--- config.mk ---
export PLATFORM = sky130hd
export DESIGN_NAME = stream_flow_pattern_classifier
export DESIGN_NICKNAME = d
export VERILOG_FILES = /design/src/rtl/sfpc_pkg.sv /design/src/rtl/sfpc_window.sv /design/src/rtl/sfpc_match.sv /design/src/rtl/sfpc_classify.sv /design/src/rtl/stream_flow_pattern_classifier.sv
export VERILOG_INCLUDE_DIRS = /design/src /design/src/rtl
export SDC_FILE = /design/constraint.sdc
export NUM_CORES = 1
export LEC_CHECK = 0
export BUFFER_PORTS_ARGS = -buffer_cell sky130_fd_sc_hd__buf_2
export CAP_MARGIN = 5
export CORE_ASPECT_RATIO = 1.25
export CORE_UTILIZATION = 52
export CTS_BUF_LIST = sky130_fd_sc_hd__clkbuf_2
export DETAILED_ROUTE_END_ITERATION = 8
export PLACE_DENSITY = 0.79
export REMOVE_ABC_BUFFERS = 1
export SYNTH_ARGS = -nofsm -noshare
export SYNTH_HDL_FRONTEND = slang
export SYNTH_SLANG_ARGS = --single-unit
--- constraint.sdc ---
create_clock -name i_clk -period 12.8 [get_ports i_clk]
set_input_delay 1.92 -clock i_clk [delete_from_list [all_inputs] [get_ports i_clk]]
set_output_delay 1.92 -clock i_clk [all_outputs]
set_load 0.005 [all_outputs]
--- src/rtl/assert_macros.svh ---
// Assertion macros shared by the classifier RTL.
// Each macro samples on i_clk and is disabled while i_rst_n is low.
`ifndef ASSERT_MACROS_SVH
`define ASSERT_MACROS_SVH

// Plain property check.
`define SFPC_ASSERT(label, prop, msg) \
    label: assert property (@(posedge i_clk) disable iff (!i_rst_n) (prop)) else $error(msg);

// Same-cycle implication check.
`define SFPC_ASSERT_IMPL(label, ante, cons, msg) \
    label: assert property (@(posedge i_clk) disable iff (!i_rst_n) (ante) |-> (cons)) \
        else $error(msg);

`endif

--- src/rtl/sfpc_pkg.sv ---
`default_nettype none
// Shared types, codes and the fixed pattern table of the flow classifier.
// No dependencies.
package sfpc_pkg;

    typedef struct packed {
        logic [7:0] char_code;
        logic       carries_char;
        logic [1:0] action;
        logic       field_start;
        logic       already_stream;
        logic       end_of_flow;
    } t_in_req;

    typedef struct packed {
        logic       is_stream;
        logic [2:0] stream_kind;
        logic       live_flag;
        logic       service_known;
    } t_out_res;

    // Sticky pattern groups; one bit per group that the decision looks at.
    typedef struct packed {
        logic host;
        logic media;
        logic live;
        logic rtc;
        logic chunk_host;
        logic chunk_url;
        logic dash;
        logic hls;
    } t_hits;

    localparam logic [1:0] FIELD_URL   = 2'd0;
    localparam logic [1:0] FIELD_HOST  = 2'd1;
    localparam logic [1:0] FIELD_CTYPE = 2'd2;
    localparam logic [1:0] FIELD_HDR   = 2'd3;

    localparam logic [2:0] KIND_NONE   = 3'd0;
    localparam logic [2:0] KIND_HLS    = 3'd1;
    localparam logic [2:0] KIND_DASH   = 3'd2;
    localparam logic [2:0] KIND_CHUNK  = 3'd3;
    localparam logic [2:0] KIND_RTC    = 3'd4;
    localparam logic [2:0] KIND_MEDIA  = 3'd5;
    localparam logic [2:0] KIND_TAGGED = 3'd6;

    localparam logic [7:0] HIT_HLS    = 8'b0000_0001;
    localparam logic [7:0] HIT_DASH   = 8'b0000_0010;
    localparam logic [7:0] HIT_CURL   = 8'b0000_0100;
    localparam logic [7:0] HIT_CHOST  = 8'b0000_1000;
    localparam logic [7:0] HIT_RTC    = 8'b0001_0000;
    localparam logic [7:0] HIT_LIVE   = 8'b0010_0000;
    localparam logic [7:0] HIT_MEDIA  = 8'b0100_0000;
    localparam logic [7:0] HIT_HOST   = 8'b1000_0000;

    localparam int NUM_PATS    = 45;
    localparam int PAT_MAX_LEN = 15;
    localparam int PAT_BITS    = 8 * PAT_MAX_LEN;

    // Pattern bytes in reading order; the last character sits in byte 0 so
    // that byte k lines up with the k-th newest byte of the window.
    localparam logic [PAT_BITS-1:0] PAT_TEXT [NUM_PATS] = '{
        120'h2e6d337538,
        120'h2e6d7064,
        120'h766964656f706c61796261636b,
        120'h7374756e,
        120'h7475726e3a,
        120'h2f776562727463,
        120'h6c697665,
        120'h2f686c732f,
        120'h2f646173682f,
        120'h6368756e6b6c697374,
        120'h6c69766573747265616d,
        120'h2e7473,
        120'h2e6d7034,
        120'h2e616163,
        120'h2e7765626d,
        120'h7365676d656e74,
        120'h6d70656775726c,
        120'h646173682b786d6c,
        120'h766964656f,
        120'h617564696f,
        120'h696365,
        120'h676f6f676c65766964656f2e636f6d,
        120'h796f75747562652e636f6d,
        120'h796f7574752e6265,
        120'h6e666c78766964656f2e6e6574,
        120'h6e6574666c69782e636f6d,
        120'h7477697463682e7476,
        120'h7477697463687376632e6e6574,
        120'h6a74766e772e6e6574,
        120'h68756c752e636f6d,
        120'h68756c7573747265616d2e636f6d,
        120'h6469736e6579706c75732e636f6d,
        120'h62616d677269642e636f6d,
        120'h7072696d65766964656f2e636f6d,
        120'h6169762d63646e2e6e6574,
        120'h73706f746966792e636f6d,
        120'h7363646e2e636f,
        120'h736f756e64636c6f75642e636f6d,
        120'h736e6463646e2e636f6d,
        120'h76696d656f2e636f6d,
        120'h76696d656f63646e2e636f6d,
        120'h6461696c796d6f74696f6e2e636f6d,
        120'h646d63646e2e6e6574,
        120'h616b616d616968642e6e6574,
        120'h666173746c792e6e6574
    };

    localparam logic [3:0] PAT_LEN [NUM_PATS] = '{
        4'd5,  4'd4,  4'd13, 4'd4,  4'd5,  4'd7,  4'd4,  4'd5,  4'd6,  4'd9,
        4'd10, 4'd3,  4'd4,  4'd4,  4'd5,  4'd7,  4'd7,  4'd8,  4'd5,  4'd5,
        4'd3,  4'd15, 4'd11, 4'd8,  4'd13, 4'd11, 4'd9,  4'd13, 4'd9,  4'd8,
        4'd14, 4'd14, 4'd11, 4'd14, 4'd11, 4'd11, 4'd7,  4'd14, 4'd10, 4'd9,
        4'd12, 4'd15, 4'd9,  4'd12, 4'd10
    };

    localparam logic [1:0] PAT_FIELD [NUM_PATS] = '{
        FIELD_URL,   FIELD_URL,   FIELD_URL,   FIELD_URL,   FIELD_URL,
        FIELD_URL,   FIELD_URL,   FIELD_URL,   FIELD_URL,   FIELD_URL,
        FIELD_URL,   FIELD_URL,   FIELD_URL,   FIELD_URL,   FIELD_URL,
        FIELD_URL,   FIELD_CTYPE, FIELD_CTYPE, FIELD_CTYPE, FIELD_CTYPE,
        FIELD_HDR,   FIELD_HOST,  FIELD_HOST,  FIELD_HOST,  FIELD_HOST,
        FIELD_HOST,  FIELD_HOST,  FIELD_HOST,  FIELD_HOST,  FIELD_HOST,
        FIELD_HOST,  FIELD_HOST,  FIELD_HOST,  FIELD_HOST,  FIELD_HOST,
        FIELD_HOST,  FIELD_HOST,  FIELD_HOST,  FIELD_HOST,  FIELD_HOST,
        FIELD_HOST,  FIELD_HOST,  FIELD_HOST,  FIELD_HOST,  FIELD_HOST
    };

    // The first host pattern also names the service for the chunk rule.
    localparam logic [7:0] PAT_HITS [NUM_PATS] = '{
        HIT_HLS,   HIT_DASH,  HIT_CURL,  HIT_RTC,   HIT_RTC,
        HIT_RTC,   HIT_LIVE,  HIT_LIVE,  HIT_LIVE,  HIT_LIVE,
        HIT_LIVE,  HIT_MEDIA, HIT_MEDIA, HIT_MEDIA, HIT_MEDIA,
        HIT_MEDIA, HIT_HLS,   HIT_DASH,  HIT_MEDIA, HIT_MEDIA,
        HIT_RTC,   HIT_HOST | HIT_CHOST,
        HIT_HOST,  HIT_HOST,  HIT_HOST,  HIT_HOST,  HIT_HOST,
        HIT_HOST,  HIT_HOST,  HIT_HOST,  HIT_HOST,  HIT_HOST,
        HIT_HOST,  HIT_HOST,  HIT_HOST,  HIT_HOST,  HIT_HOST,
        HIT_HOST,  HIT_HOST,  HIT_HOST,  HIT_HOST,  HIT_HOST,
        HIT_HOST,  HIT_HOST,  HIT_HOST
    };

endpackage

`default_nettype wire

--- src/rtl/sfpc_window.sv ---
`default_nettype none
// Byte window of the current text field with its fill count.
// No package dependency; the fill width follows WINDOW_LEN only.
module sfpc_window #(
    parameter int WINDOW_LEN = 15
) (
    input  wire                         i_clk,
    input  wire                         i_rst_n,
    input  wire                         i_take,
    input  wire                         i_field_start,
    input  wire                         i_carries,
    input  wire  [7:0]                  i_char,
    output logic [WINDOW_LEN-1:0][7:0]  o_window,
    output logic [$clog2(WINDOW_LEN+1)-1:0] o_fill
);

    localparam int FW = $clog2(WINDOW_LEN + 1);
    localparam logic [FW-1:0] FILL_MAX = FW'(WINDOW_LEN);

    logic [WINDOW_LEN-1:0][7:0] r_window;
    logic [WINDOW_LEN-1:0][7:0] n_window;
    logic [FW-1:0]              r_fill;
    logic [FW-1:0]              n_fill;
    logic [FW-1:0]              fill_base;
    logic [7:0]                 lc_char;

    always_comb begin
        lc_char = i_char;
        if (i_char >= 8'h41 && i_char <= 8'h5a) begin
            lc_char = i_char + 8'h20;
        end
        fill_base = i_field_start ? '0 : r_fill;
        n_window  = r_window;
        n_fill    = fill_base;
        if (i_carries) begin
            n_window = {r_window[WINDOW_LEN-2:0], lc_char};
            if (fill_base != FILL_MAX) begin
                n_fill = fill_base + 1'b1;
            end
        end
    end

    // Bytes above the fill count are never compared, so the window needs no reset.
    always_ff @(posedge i_clk) begin
        if (i_take) begin
            r_window <= n_window;
        end
    end

    always_ff @(posedge i_clk) begin
        if (!i_rst_n) begin
            r_fill <= '0;
        end else if (i_take) begin
            r_fill <= n_fill;
        end
    end

    assign o_window = n_window;
    assign o_fill   = n_fill;

endmodule

`default_nettype wire

--- src/rtl/sfpc_match.sv ---
`default_nettype none
// Parallel suffix comparators: every fixed pattern against the newest bytes.
// Depends on sfpc_pkg for the pattern table and the group struct.
module sfpc_match #(
    parameter int WINDOW_LEN = 15
) (
    input  wire  [WINDOW_LEN-1:0][7:0]       i_window,
    input  wire  [$clog2(WINDOW_LEN+1)-1:0]  i_fill,
    input  wire  [1:0]                       i_field,
    input  wire                              i_carries,
    output sfpc_pkg::t_hits                  o_hits
);

    localparam int FW = $clog2(WINDOW_LEN + 1);

    logic [7:0] hits_v;

    always_comb begin
        logic hit;
        hits_v = '0;
        for (int p = 0; p < sfpc_pkg::NUM_PATS; p++) begin
            hit = i_carries && (i_field == sfpc_pkg::PAT_FIELD[p])
                && (i_fill >= FW'(sfpc_pkg::PAT_LEN[p]));
            for (int k = 0; k < sfpc_pkg::PAT_MAX_LEN; k++) begin
                if (k < int'(sfpc_pkg::PAT_LEN[p])
                        && i_window[k] != sfpc_pkg::PAT_TEXT[p][8*k +: 8]) begin
                    hit = 1'b0;
                end
            end
            if (hit) begin
                hits_v = hits_v | sfpc_pkg::PAT_HITS[p];
            end
        end
    end

    assign o_hits = sfpc_pkg::t_hits'(hits_v);

endmodule

`default_nettype wire

--- src/rtl/sfpc_classify.sv ---
`default_nettype none
// Sticky group flags, end-of-flow priority decision and the result register.
// Depends on sfpc_pkg and assert_macros.svh.
`include "assert_macros.svh"
module sfpc_classify (
    input  wire                 i_clk,
    input  wire                 i_rst_n,
    input  wire                 i_take,
    input  wire                 i_eof,
    input  wire                 i_tagged,
    input  sfpc_pkg::t_hits     i_hits,
    input  wire                 i_out_stall,
    output logic                o_ready,
    output logic                o_out_valid,
    output sfpc_pkg::t_out_res  o_out_res
);

    sfpc_pkg::t_hits    r_flags;
    sfpc_pkg::t_hits    n_flags;
    sfpc_pkg::t_hits    f;
    sfpc_pkg::t_out_res r_out;
    sfpc_pkg::t_out_res n_out;
    sfpc_pkg::t_out_res res;
    logic               r_out_valid;
    logic               n_out_valid;
    logic [2:0]         kind;

    always_comb begin
        f = r_flags | i_hits;
        if (f.hls) begin
            kind = sfpc_pkg::KIND_HLS;
        end else if (f.dash) begin
            kind = sfpc_pkg::KIND_DASH;
        end else if (f.chunk_host && f.chunk_url) begin
            kind = sfpc_pkg::KIND_CHUNK;
        end else if (f.rtc) begin
            kind = sfpc_pkg::KIND_RTC;
        end else if (f.host && f.media) begin
            kind = sfpc_pkg::KIND_MEDIA;
        end else begin
            kind = sfpc_pkg::KIND_NONE;
        end

        if (i_tagged) begin
            res.is_stream     = 1'b1;
            res.stream_kind   = sfpc_pkg::KIND_TAGGED;
            res.live_flag     = 1'b0;
            res.service_known = 1'b0;
        end else begin
            res.is_stream     = (kind != sfpc_pkg::KIND_NONE);
            res.stream_kind   = kind;
            res.live_flag     = (kind != sfpc_pkg::KIND_NONE) && f.live;
            res.service_known = (kind == sfpc_pkg::KIND_CHUNK);
        end

        n_flags     = r_flags;
        n_out       = r_out;
        n_out_valid = r_out_valid && i_out_stall;
        if (i_take) begin
            if (i_eof) begin
                // Drop the flags for the next flow and load the result.
                n_flags     = '0;
                n_out       = res;
                n_out_valid = 1'b1;
            end else begin
                n_flags = f;
            end
        end
    end

    always_ff @(posedge i_clk) begin
        if (!i_rst_n) begin
            r_flags     <= '0;
            r_out_valid <= 1'b0;
        end else begin
            r_flags     <= n_flags;
            r_out_valid <= n_out_valid;
        end
    end

    always_ff @(posedge i_clk) begin
        r_out <= n_out;
    end

    assign o_ready     = !r_out_valid || !i_out_stall;
    assign o_out_valid = r_out_valid;
    assign o_out_res   = r_out;

    `SFPC_ASSERT_IMPL(a_res_from_eof, (r_out_valid && !$past(r_out_valid)), $past(i_take && i_eof), "result appeared without an end of flow")
    `SFPC_ASSERT_IMPL(a_flags_cleared, $past(i_take && i_eof), (r_flags == '0), "match flags kept across end of flow")
    `SFPC_ASSERT_IMPL(a_svc_chunk, r_out_valid, (r_out.service_known == (r_out.stream_kind == sfpc_pkg::KIND_CHUNK)), "service flag out of step with kind")

endmodule

`default_nettype wire

--- src/rtl/stream_flow_pattern_classifier.sv ---
`default_nettype none
// Stream flow pattern classifier, top level.
// Input channel: i_in_valid / o_in_stall carry one request per byte of a flow's
// URL, host, content type and header fields; field_start marks a field's first
// request and end_of_flow its last. Output channel: o_out_valid / i_out_stall
// carry one result per end_of_flow request, nothing for the other requests.
// A request accepted into the input register is matched and decided from there;
// its result is loaded into the result register when that request is taken.
// Throughput: one request per cycle while no end_of_flow request waits, set by the
// single pass through the window comparators from input to result register.
// When the receiver stalls, the held result stays; byte requests keep flowing,
// and only an end_of_flow request waits in the input register, which stalls
// the sender for as long as the result cannot leave.
// Reset (synchronous, active low) empties both registers, the window fill
// and the match flags; no clearing pass is needed.
// Depends on sfpc_pkg, sfpc_window, sfpc_match, sfpc_classify, assert_macros.svh.
`include "assert_macros.svh"
module stream_flow_pattern_classifier #(
    parameter int WINDOW_LEN = 15
) (
    input  wire                 i_clk,
    input  wire                 i_rst_n,
    input  wire                 i_in_valid,
    output logic                o_in_stall,
    input  sfpc_pkg::t_in_req   i_in_req,
    output logic                o_out_valid,
    input  wire                 i_out_stall,
    output sfpc_pkg::t_out_res  o_out_res
);

    localparam int FW = $clog2(WINDOW_LEN + 1);

    logic                       r_in_valid;
    logic                       n_in_valid;
    sfpc_pkg::t_in_req          r_in;
    logic                       accept;
    logic                       take;
    logic                       res_ready;
    logic [WINDOW_LEN-1:0][7:0] window;
    logic [FW-1:0]              fill;
    sfpc_pkg::t_hits            hits;

    // An end-of-flow request advances only when the result register frees up.
    assign take       = r_in_valid && (!r_in.end_of_flow || res_ready);
    assign o_in_stall = r_in_valid && !take;
    assign accept     = i_in_valid && !o_in_stall;

    always_comb begin
        n_in_valid = r_in_valid;
        if (accept) begin
            n_in_valid = 1'b1;
        end else if (take) begin
            n_in_valid = 1'b0;
        end
    end

    always_ff @(posedge i_clk) begin
        if (!i_rst_n) begin
            r_in_valid <= 1'b0;
        end else begin
            r_in_valid <= n_in_valid;
        end
    end

    always_ff @(posedge i_clk) begin
        if (accept) begin
            r_in <= i_in_req;
        end
    end

    sfpc_window #(
        .WINDOW_LEN (WINDOW_LEN)
    ) u_window (
        .i_clk         (i_clk),
        .i_rst_n       (i_rst_n),
        .i_take        (take),
        .i_field_start (r_in.field_start),
        .i_carries     (r_in.carries_char),
        .i_char        (r_in.char_code),
        .o_window      (window),
        .o_fill        (fill)
    );

    sfpc_match #(
        .WINDOW_LEN (WINDOW_LEN)
    ) u_match (
        .i_window  (window),
        .i_fill    (fill),
        .i_field   (r_in.action),
        .i_carries (r_in.carries_char),
        .o_hits    (hits)
    );

    sfpc_classify u_classify (
        .i_clk       (i_clk),
        .i_rst_n     (i_rst_n),
        .i_take      (take),
        .i_eof       (r_in.end_of_flow),
        .i_tagged    (r_in.already_stream),
        .i_hits      (hits),
        .i_out_stall (i_out_stall),
        .o_ready     (res_ready),
        .o_out_valid (o_out_valid),
        .o_out_res   (o_out_res)
    );

    `SFPC_ASSERT_IMPL(a_stall_cause, o_in_stall, (r_in.end_of_flow && i_out_stall && o_out_valid), "input stalled without a blocked result")

endmodule

`default_nettype wire

==> results.tsv <==
metric	value	unit
fin_ws	7.58	ns
initialDrtViolationCount	1228	
status	finished with violations	
grt_max_degree	197	
place.port_buffers	25	
vias	10700	
synth_enable_flop_cells	140	
htreeDepth	4	
yosys_warnings	0	
final_common_cell	edfxtp_1	
power	1.04	mW
syn_inst	1236	
first_global_vias	10200	
ys_async_sr_fraction	0	
viasPerCell	7.09	
grt_usage	0.377	
setup_violations	0	
crit_path_start_kind	flop	
overflow	0	
maxCapViolations	0	
grt_pass1_wl	63200	um
final_cell_mix	edfxtp_1, mux2_2, nand2_1, nor2_1, nor3_1	
fp.dieH	169	um
drtPass1Iterations	9	
ios	26	
gp_routability_congestion	1.01	
critPathMaxStageDelay	0.95	ns
drv_slew	0	
num-nets-final	1233	
ant_nets	0	
core-area	0.0218	mm^2
fmax	0.192	GHz
clk_latency	0.73	ns
cp.required	13.36	ns
arrival	5.78	ns
antenna_found_initial	2	
worst-path-buf-inv	3	
hold_violations	0	
cts_resized	0	
wl_per_cell	28.5	um
end_kind	flop	
route.detailed.drc	1	
post-place-cells	1473	
cts_post_setup_buffers_inserted	0	
start_util	0.535	
netlist_area	0.0116	mm^2
final_cells	1506	
place_hpwl	32800	um
cellPowerDensity	86.3	mW/mm^2
violations	design-rule violations	
post_dp_cell_area	0.0119	mm^2
crit_chain	buf_12 -> inv_1 -> buf_4 -> o21ai_0 -> nand4_1 -> or4_1 -> nor4_1 -> a32oi_1 -> o311a_1 -> nand3_2 -> nand2_2 -> a311oi_2	
area_growth	3.73	%
post-route-util	0.555	
design_area	0.0121	mm^2
drive_gt1_frac	0.150	
cts_buffer_depth	2	
path_clk_slew	0.23	ns
crit_family	compound AO/OA/AOI/OAI gates	
std_cell_rows	60	
fin_crit	5.22	ns
ir_drop	0.0674	mV
worst-setup-path-type	reg -> reg	
cts_tree	built	
cts_sinks	154	
cts_buffers	17	
synthFlopType	edfxtp_1	
tightest_slew	1.31	ns
clock_skew	0.0370	ns
ys_seq_elements	154	
cts_hold_buf	0	
die-area	0.0230	mm^2
hold_path_class	reg -> reg	
fin_crit_sh	0.408	
drt_wl_total	43000	um
dp_slack	7.83	ns
maxSlewHeadroom	0.123	
worstPathMaxFanout	196	
fp.dieW	136	um
slowest_stage	o21ai_0	
cts-root-buf	clkbuf_2	
tns	0	ns
yosysUniqueCellTypes	85	
avgSynthCellArea	9.42	um^2
seq_area_frac_synth	0.385	
rsz0062_at_grt	no	
power.leakage	3.83	nW
hold_ws	0.508	ns
registers in the layout, indices dropped and copies added (netlist names):
register,flops
r_in,14
r_in_valid,1
u_classify.o_out_valid,1
u_window.r_fill,4
u_classify.o_out_res,6
u_classify.r_flags,8
u_window.r_window,120
synth_stat cells, types with 24 or more instances:
master    number  area share
mux2_2        93       0.090
clkbuf_1      38       0.012
nor4_1        42       0.023
nor2_1        81       0.026
nand3_1       51       0.022
nor3b_1       40       0.026
nand4_1       33       0.018
inv_1         36       0.012
a21oi_1       26       0.011
nand3b_1      39       0.025
edfxtp_1     140        0.36
buf_2         24       0.010
o21ai_0       48       0.021
nor3_1        52       0.022
nand2_1       84       0.027
path summary, 6_finish.rpt:
check / from / end / slack [ns] / depth (start not counted)
min reg2reg: u_classify.r_flags[3] / u_classify.r_flags[3] / 0.51 / 2
max reg2reg: r_in[5] / u_classify.o_out_res[1] / 7.58 / 12
max: r_in[5] / u_classify.o_out_res[1] / 7.58 / 12
min: u_classify.r_flags[3] / u_classify.r_flags[3] / 0.51 / 2
layer usage:
layer,GRT usage,share of wire,up-vias
met3,0.0517,0.057,146
met5,0,0.00037,-
met4,0.233,0.066,2
met1,0.434,0.38,5174
met2,0.655,0.49,515
li1,-,-,4842
kinds of logic after synthesis:
group	after synthesis	share of synthesized area
buffers and inverters	111	0.0401
flip-flops	154	0.385
AO/OA/AOI/OAI	222	0.134
adder cells (fa/ha/maj)	2	0.00215
multiplexers	105	0.100
AND/OR/NAND/NOR	642	0.338
power by group:
| part | switching [mW] | leakage, nW | internal [mW] |
|---|---|---|---|
| Sequential | 0.0369 | 1.44 | 0.578 |
| Combinational | 0.101 | 2.27 | 0.0599 |
| Clock | 0.195 | 0.119 | 0.0711 |
worst reg2reg max path: stages, from the launching register on:
cell and delay (ns):
edfxtp_1 0.43, buf_12 0.46, inv_1 0.87, buf_4 0.41, o21ai_0 0.96, nand4_1 0.34
or4_1 0.61, nor4_1 0.24, a32oi_1 0.18, o311a_1 0.15, nand3_2 0.12, nand2_2 0.09
a311oi_2 0.23
final cells by class:
cell class | count | area [um^2]
timing repair buffer | 33 | 198
multi-input combinational | 971 | 6690
antenna | 1 | 2.50
tap | 279 | 349
fill | 1980 | 9690
sequential | 154 | 4480
clock inverter | 14 | 124
inverter | 36 | 138
clock buffer | 18 | 90.1
(Power assumes the default switching activity.)
